--- config.mk ---
export PLATFORM = sky130hd
export DESIGN_NAME = direct_sound_stereo_mixer
export DESIGN_NICKNAME = d
export VERILOG_FILES = /design/src/dssm_pkg.sv /design/src/dssm_mix.sv /design/src/dssm_seq.sv /design/src/direct_sound_stereo_mixer.sv
export SDC_FILE = /design/constraint.sdc
export NUM_CORES = 1
export LEC_CHECK = 0
export BUFFER_PORTS_ARGS = -buffer_cell sky130_fd_sc_hd__buf_2
export CAP_MARGIN = 10
export CORE_ASPECT_RATIO = 1.5
export CORE_UTILIZATION = 54
export CTS_CLUSTER_DIAMETER = 40
export CTS_CLUSTER_SIZE = 24
export DETAILED_ROUTE_END_ITERATION = 10
export PLACE_DENSITY = 0.81
export RECOVER_POWER = 100
export SLEW_MARGIN = 40
export SYNTH_ARGS = -nofsm -noshare
export SYNTH_HDL_FRONTEND = slang
export SYNTH_SLANG_ARGS = --single-unit
--- constraint.sdc ---
create_clock -name clk -period 3.1 [get_ports clk]
set_input_delay 0.155 -clock clk [delete_from_list [all_inputs] [get_ports clk]]
set_output_delay 0.155 -clock clk [all_outputs]
set_load 0.01 [all_outputs]
--- src/dssm_pkg.sv ---
// Shared types and constants of the direct-sound stereo mixer.
package dssm_pkg;

    localparam int ACC_W     = 32;
    localparam int CNT_W     = 11;
    localparam int RUN_W     = 6;
    localparam int CYC_W     = 15;
    localparam int SMP_W     = 8;
    localparam int OUT_W     = 16;
    localparam int MIX_W     = 12;
    localparam int CFG_IDX_W = 3;

    localparam logic [RUN_W-1:0] RUN_LAST = {RUN_W{1'b1}};

    localparam logic [CFG_IDX_W-1:0] REG_MASTER_ENABLE = 3'd0;
    localparam logic [CFG_IDX_W-1:0] REG_A_TO_LEFT     = 3'd1;
    localparam logic [CFG_IDX_W-1:0] REG_A_TO_RIGHT    = 3'd2;
    localparam logic [CFG_IDX_W-1:0] REG_B_TO_LEFT     = 3'd3;
    localparam logic [CFG_IDX_W-1:0] REG_B_TO_RIGHT    = 3'd4;
    localparam logic [CFG_IDX_W-1:0] REG_A_FULL_VOLUME = 3'd5;
    localparam logic [CFG_IDX_W-1:0] REG_B_FULL_VOLUME = 3'd6;

    localparam logic REQ_ADVANCE      = 1'b0;
    localparam logic REQ_END_OF_FRAME = 1'b1;

    typedef struct packed {
        logic master_enable;
        logic a_to_left;
        logic a_to_right;
        logic b_to_left;
        logic b_to_right;
        logic a_full_volume;
        logic b_full_volume;
    } cfg_t;

    function automatic logic signed [OUT_W-1:0] clamp16(input logic signed [MIX_W-1:0] v);
        logic signed [OUT_W+1:0] wide;
        wide = (OUT_W+2)'(v);
        if (wide > 18'sd32767)
            return 16'sh7fff;
        else if (wide < -18'sd32768)
            return 16'sh8000;
        else
            return wide[OUT_W-1:0];
    endfunction

endpackage

--- src/dssm_mix.sv ---
// Registered channel scaling, routing and clamp of one stereo pair.
module dssm_mix
    import dssm_pkg::*;
(
    input  logic                    clk,
    input  logic                    load,
    input  cfg_t                    cfg,
    input  logic signed [SMP_W-1:0] sample_a,
    input  logic signed [SMP_W-1:0] sample_b,
    output logic signed [OUT_W-1:0] left_mix,
    output logic signed [OUT_W-1:0] right_mix
);

    logic signed [MIX_W-1:0] ga;
    logic signed [MIX_W-1:0] gb;
    logic signed [MIX_W-1:0] left_sum;
    logic signed [MIX_W-1:0] right_sum;
    logic signed [OUT_W-1:0] left_reg;
    logic signed [OUT_W-1:0] right_reg;

    always_comb
    begin
        ga = cfg.a_full_volume ? (MIX_W'(sample_a) <<< 2) : (MIX_W'(sample_a) <<< 1);
        gb = cfg.b_full_volume ? (MIX_W'(sample_b) <<< 2) : (MIX_W'(sample_b) <<< 1);
        left_sum  = (cfg.a_to_left  ? ga : '0) + (cfg.b_to_left  ? gb : '0);
        right_sum = (cfg.a_to_right ? ga : '0) + (cfg.b_to_right ? gb : '0);
    end

    always_ff @(posedge clk)
    begin
        if (load)
        begin
            left_reg  <= clamp16(left_sum);
            right_reg <= clamp16(right_sum);
        end
    end

    assign left_mix  = left_reg;
    assign right_mix = right_reg;

endmodule

--- src/dssm_seq.sv ---
// Cycle accumulator, frame counter and pair emission sequencer.
module dssm_seq
    import dssm_pkg::*;
#(
    parameter int CYCLES_PER_SAMPLE     = 512,
    parameter int MAX_SAMPLES_PER_FRAME = 1024
)
(
    input  logic                    clk,
    input  logic                    rst_n,
    input  cfg_t                    cfg,
    input  logic                    in_valid,
    output logic                    in_ready,
    input  logic                    req_type,
    input  logic [CYC_W-1:0]        elapsed_cycles,
    output logic                    mix_load,
    input  logic signed [OUT_W-1:0] left_mix,
    input  logic signed [OUT_W-1:0] right_mix,
    output logic                    out_valid,
    input  logic                    out_ready,
    output logic signed [OUT_W-1:0] left_sample,
    output logic signed [OUT_W-1:0] right_sample,
    output logic                    last_of_run
);

    localparam logic [ACC_W-1:0] PERIOD     = ACC_W'(CYCLES_PER_SAMPLE);
    localparam logic [ACC_W-1:0] TWO_PERIOD = ACC_W'(2 * CYCLES_PER_SAMPLE);
    localparam logic [CNT_W-1:0] FRAME_CAP  = CNT_W'(MAX_SAMPLES_PER_FRAME);
    localparam logic [CNT_W-1:0] FRAME_LAST = CNT_W'(MAX_SAMPLES_PER_FRAME - 1);

    typedef enum logic {ST_IDLE, ST_EMIT} state_t;

    state_t                  state_reg;
    logic [ACC_W-1:0]        accum_reg;
    logic [CNT_W-1:0]        count_reg;
    logic [RUN_W-1:0]        run_reg;
    logic                    out_valid_reg;
    logic signed [OUT_W-1:0] left_reg;
    logic signed [OUT_W-1:0] right_reg;
    logic                    last_reg;

    logic             accept;
    logic [ACC_W:0]   sum;
    logic [ACC_W-1:0] accum_next;
    logic             slot_free;
    logic             go;
    logic             fin;
    logic             emit;

    assign in_ready   = (state_reg == ST_IDLE);
    assign accept     = in_valid && in_ready;
    assign mix_load   = accept;
    assign sum        = {1'b0, accum_reg} + (ACC_W+1)'(elapsed_cycles);
    assign accum_next = sum[ACC_W] ? {ACC_W{1'b1}} : sum[ACC_W-1:0];
    assign slot_free  = !out_valid_reg || out_ready;
    assign go         = (accum_reg >= PERIOD) && (count_reg < FRAME_CAP);
    assign fin        = (accum_reg < TWO_PERIOD) || (count_reg == FRAME_LAST)
                        || (run_reg == RUN_LAST);
    assign emit       = (state_reg == ST_EMIT) && slot_free && go;

    always_ff @(posedge clk or negedge rst_n)
    begin
        if (!rst_n)
        begin
            state_reg     <= ST_IDLE;
            accum_reg     <= '0;
            count_reg     <= '0;
            run_reg       <= '0;
            out_valid_reg <= 1'b0;
            left_reg      <= '0;
            right_reg     <= '0;
            last_reg      <= 1'b0;
        end
        else
        begin
            if (emit)
                out_valid_reg <= 1'b1;
            else if (out_ready)
                out_valid_reg <= 1'b0;
            unique case (state_reg)
                ST_IDLE:
                begin
                    if (accept)
                    begin
                        if (req_type == REQ_END_OF_FRAME)
                            count_reg <= '0;
                        else if (cfg.master_enable)
                        begin
                            accum_reg <= accum_next;
                            run_reg   <= '0;
                            state_reg <= ST_EMIT;
                        end
                    end
                end
                ST_EMIT:
                begin
                    if (slot_free)
                    begin
                        if (go)
                        begin
                            left_reg      <= left_mix;
                            right_reg     <= right_mix;
                            last_reg      <= fin;
                            accum_reg     <= accum_reg - PERIOD;
                            count_reg     <= count_reg + 1'b1;
                            run_reg       <= run_reg + 1'b1;
                            if (fin)
                                state_reg <= ST_IDLE;
                        end
                        else
                            state_reg <= ST_IDLE;
                    end
                end
                default:
                    state_reg <= ST_IDLE;
            endcase
        end
    end

    assign out_valid    = out_valid_reg;
    assign left_sample  = left_reg;
    assign right_sample = right_reg;
    assign last_of_run  = last_reg;

endmodule

--- src/direct_sound_stereo_mixer.sv ---
// Top level of the direct-sound stereo mixer: configuration registers and units.
//
//   channel  | signals                                      | direction
//   ---------+----------------------------------------------+----------
//   in       | in_valid/in_ready, req_type, elapsed_cycles,  | into block
//            | sample_a, sample_b                            |
//   out      | out_valid/out_ready, left_sample,             | out of block
//            | right_sample, last_of_run                     |
//   cfg      | cfg_we, cfg_index, cfg_data                   | into block
//
// End-of-frame words and advance words with master enable off leave the block idle.
// An advance word yields at most 64 pairs, and one pass of the shared accumulator
// compare/subtract produces each pair.
// Reset clears the registers, accumulator, frame count and output register.
// A stalled output word holds; the next input word is taken once the last pair
// of a run sits in the output register.
module direct_sound_stereo_mixer
    import dssm_pkg::*;
#(
    parameter int CYCLES_PER_SAMPLE     = 512,
    parameter int MAX_SAMPLES_PER_FRAME = 1024
)
(
    input  logic                    clk,
    input  logic                    rst_n,
    input  logic                    in_valid,
    output logic                    in_ready,
    input  logic                    req_type,
    input  logic [CYC_W-1:0]        elapsed_cycles,
    input  logic signed [SMP_W-1:0] sample_a,
    input  logic signed [SMP_W-1:0] sample_b,
    output logic                    out_valid,
    input  logic                    out_ready,
    output logic signed [OUT_W-1:0] left_sample,
    output logic signed [OUT_W-1:0] right_sample,
    output logic                    last_of_run,
    input  logic                    cfg_we,
    input  logic [CFG_IDX_W-1:0]    cfg_index,
    input  logic                    cfg_data
);

    cfg_t                    cfg_reg;
    logic                    mix_load;
    logic signed [OUT_W-1:0] left_mix;
    logic signed [OUT_W-1:0] right_mix;

    always_ff @(posedge clk or negedge rst_n)
    begin
        if (!rst_n)
            cfg_reg <= '0;
        else if (cfg_we)
        begin
            unique case (cfg_index)
                REG_MASTER_ENABLE: cfg_reg.master_enable <= cfg_data;
                REG_A_TO_LEFT:     cfg_reg.a_to_left     <= cfg_data;
                REG_A_TO_RIGHT:    cfg_reg.a_to_right    <= cfg_data;
                REG_B_TO_LEFT:     cfg_reg.b_to_left     <= cfg_data;
                REG_B_TO_RIGHT:    cfg_reg.b_to_right    <= cfg_data;
                REG_A_FULL_VOLUME: cfg_reg.a_full_volume <= cfg_data;
                REG_B_FULL_VOLUME: cfg_reg.b_full_volume <= cfg_data;
                default:           cfg_reg               <= cfg_reg;
            endcase
        end
    end

    dssm_mix u_mix (
        .clk       (clk),
        .load      (mix_load),
        .cfg       (cfg_reg),
        .sample_a  (sample_a),
        .sample_b  (sample_b),
        .left_mix  (left_mix),
        .right_mix (right_mix)
    );

    dssm_seq #(
        .CYCLES_PER_SAMPLE     (CYCLES_PER_SAMPLE),
        .MAX_SAMPLES_PER_FRAME (MAX_SAMPLES_PER_FRAME)
    ) u_seq (
        .clk            (clk),
        .rst_n          (rst_n),
        .cfg            (cfg_reg),
        .in_valid       (in_valid),
        .in_ready       (in_ready),
        .req_type       (req_type),
        .elapsed_cycles (elapsed_cycles),
        .mix_load       (mix_load),
        .left_mix       (left_mix),
        .right_mix      (right_mix),
        .out_valid      (out_valid),
        .out_ready      (out_ready),
        .left_sample    (left_sample),
        .right_sample   (right_sample),
        .last_of_run    (last_of_run)
    );

endmodule

==> metrics.txt <==
startpoint types=register; layout cells sized above 1=0.112; die width=95.4 um; ys async rst share=0.786; initial antenna violation count=0; WL final=17,500 um; worst vdd ir=400 uV; most frequent cells in the layout=107 x nand2_1, 81 x dfrtp_1, 51 x nor2_1; XOR/XNOR Fraction of Synth Area=0.0421; placed insts=987; Avg Cell Area, Syn=9.01 um^2; Mapped Area=7070 um^2; DR vias/cell=6.05; Final ANT Viol Nets=0; H-Tree Depth=3; RR Endpoint=u_seq.accum_reg[31]$_DFFE_PN0P_; met1 GRT Util=0.301; CP Capture Type=register; Die ar.=13,600 um^2; most common flop cell mapped by yosys=dfrtp_1; synth unique cells=76; Finished Layout Cells=1,004; post-synthesis compound-gate area fraction=0.159; RR Startpoint=u_seq.accum_reg[6]$_DFFE_PN0P_; first-pass GRT wire length=28,800 um; post-synthesis register bit count=103; Worst Path Required=3.35 ns; Fin. Hold Viols=0; final setup fails=0; failing checks=capacitance limit, slew limit; Skew-Pair Late Insertion Delay=0.36 ns; Max Clk Rate=0.346 GHz; Clock Sinks=103; HP Class=in2reg; Die Span Y=142 um; total track usage=0.276; CTS tree=yes; drt first pass iters=5; largest family of logic cells by synthesized area=simple AND/OR/NAND/NOR gates; Cell Pwr Density=738 nW/um^2; met2 Use GR=0.511; Post-Synth Adder-Cell Area=0.0740; multiplexer area fraction after synthesis=0.0352; register area share after synthesis=0.380; Critical Path AT=3.14 ns; busiest layer in global routing=met2; Hold Crit Endpoint=cfg_reg[5]$_DFFE_PN0P_; TNS Setup=0 ns; WS Path Type=reg2reg; Worst Hold Depth=2; Post-synth EDFFs=22; Iter 0 DRT Violations=281; net total in the final layout=924; vias in the first global route=6,107; Leakage=3.52 nW; Vias=6,071; total power=5.69 mW; Initial Util=0.560; pin count of the biggest net entering global routing=64; commonest non-fill, non-tap cell in the layout=nand2_1; Reg clk slew, reported paths=0.08 ns; min-delay src=cfg_data; final worst path period need=2.89 ns; simple-gate share of the synthesized area=0.252; PortBufs=73; Rel. slew slack=-0.118; Yosys Warn Count=0; Max FO, Critical Path=7; Ports=76; Max clock buf depth=2; r2r setup slk=0.21 ns; Worst-Margin Slew=1.68 ns; Slew Limit Fails=64; max reg flops=32; GP Congestion=0.946; Post-DP HPWL=13,000 um; met3 Track Usage GR=0.0321; core area=12,600 um^2; total grt overflow=0; clock root buffer=clkbuf_16; CTS Buf Count=9; Layout area overhead=8.92%; outcome=finished with violations; antenna diode count=0; Final Cycle Share=0.931; num rows=50; Routed WL per cell=17.4 um; max cap viols=1; skew final=0.0114 ns; Post-Synthesis Cells=785; R2R cell count=8; Residual DRC=0; RSZ-0062 raised after global routing=false
-- worst max-delay path by stage --
stage	startpoint	end	slack, ns	cells past startpoint
after global placement	u_seq.accum_reg[11]$_DFFE_PN0P_	u_seq.accum_reg[29]$_DFFE_PN0P_	0.27	8
after detailed placement	cfg_reg[0]$_DFFE_PN0P_	u_mix.right_mix[9]$_DFFE_PP_	0.31	10
after global routing	u_seq.accum_reg[6]$_DFFE_PN0P_	u_seq.accum_reg[31]$_DFFE_PN0P_	0.03	8
after floorplan	u_seq.state_reg$_DFF_PN0_	u_seq.accum_reg[25]$_DFFE_PN0P_	0.46	7
after CTS	cfg_reg[0]$_DFFE_PN0P_	u_mix.left_mix[9]$_DFFE_PP_	0.26	10
final	u_seq.accum_reg[6]$_DFFE_PN0P_	u_seq.accum_reg[31]$_DFFE_PN0P_	0.21	8
-- layer usage --
metal  up-vias  routed length (um)
met3        44                 575
li1       2948                   -
met1      2920                6880
met2       159                9430
met4         0                 597
met5         -                   0
-- critical path, stage by stage (launching register included) --
cell	delay, ns
dfrtp_1	0.42
ha_1	0.42
and4_1	0.27
nand2_1	0.06
a31oi_1	0.39
o211ai_1	0.31
a211oi_1	0.49
xnor2_1	0.12
a221oi_1	0.28
-- where the power goes --
part           switching (mW)  internal [mW]
logic                    1.40           1.02
clock network           0.571          0.568
registers               0.389           1.74
-- stage by stage --
step	utilization	instance area (um^2)	setup WS, ns	hold WS [ns]
after detailed placement	0.594	7500	0.314	0.320
final	0.610	7700	0.213	0.158
after global routing	0.610	7700	0.0337	0.161
after floorplan	-	7080	0.463	-0.141
after global placement	0.594	7500	0.266	0.306
after CTS	0.618	7800	0.262	0.134
-- layout make-up --
| cell class | instances | area, um^2 |
|---|---|---|
| Fill cell | 1128 | 4930 |
| Multi-Input combinational cell | 613 | 3990 |
| Sequential cell | 103 | 2690 |
| Timing Repair Buffer | 94 | 454 |
| Clock buffer | 10 | 229 |
| Tap cell | 156 | 195 |
| Inverter | 22 | 82.6 |
| Clock inverter | 6 | 62.6 |
-- cells by family after synthesis --
kind of cell | after synthesis
compound gates | 169
xor+xnor | 34
fa+ha+maj | 40
buf+inv | 70
flops | 103
mux | 24
other cells | 1
simple gates | 344
-- synth_stat cells, types with 16 or more instances --
library cell,number,area [um^2]
a21oi_1,42,210
and3_1,20,125
clkbuf_1,16,60.1
dfrtp_1,81,2030
edfxtp_1,22,661
ha_1,37,463
inv_1,22,82.6
mux2i_1,17,170
nand2_1,107,402
nand3_1,26,130
nor2_1,53,199
nor2b_1,31,194
nor3_1,23,115
o21ai_0,37,185
xnor2_1,20,175
-- repair_timing --
action                                 in CTS  in global routing
buffers inserted                            0                  0
endpoints found under the hold margin      61                  0
hold buffers                                1                  0
resized for setup                           0                  0
No activity file was read; power rests on OpenSTA's default activity.
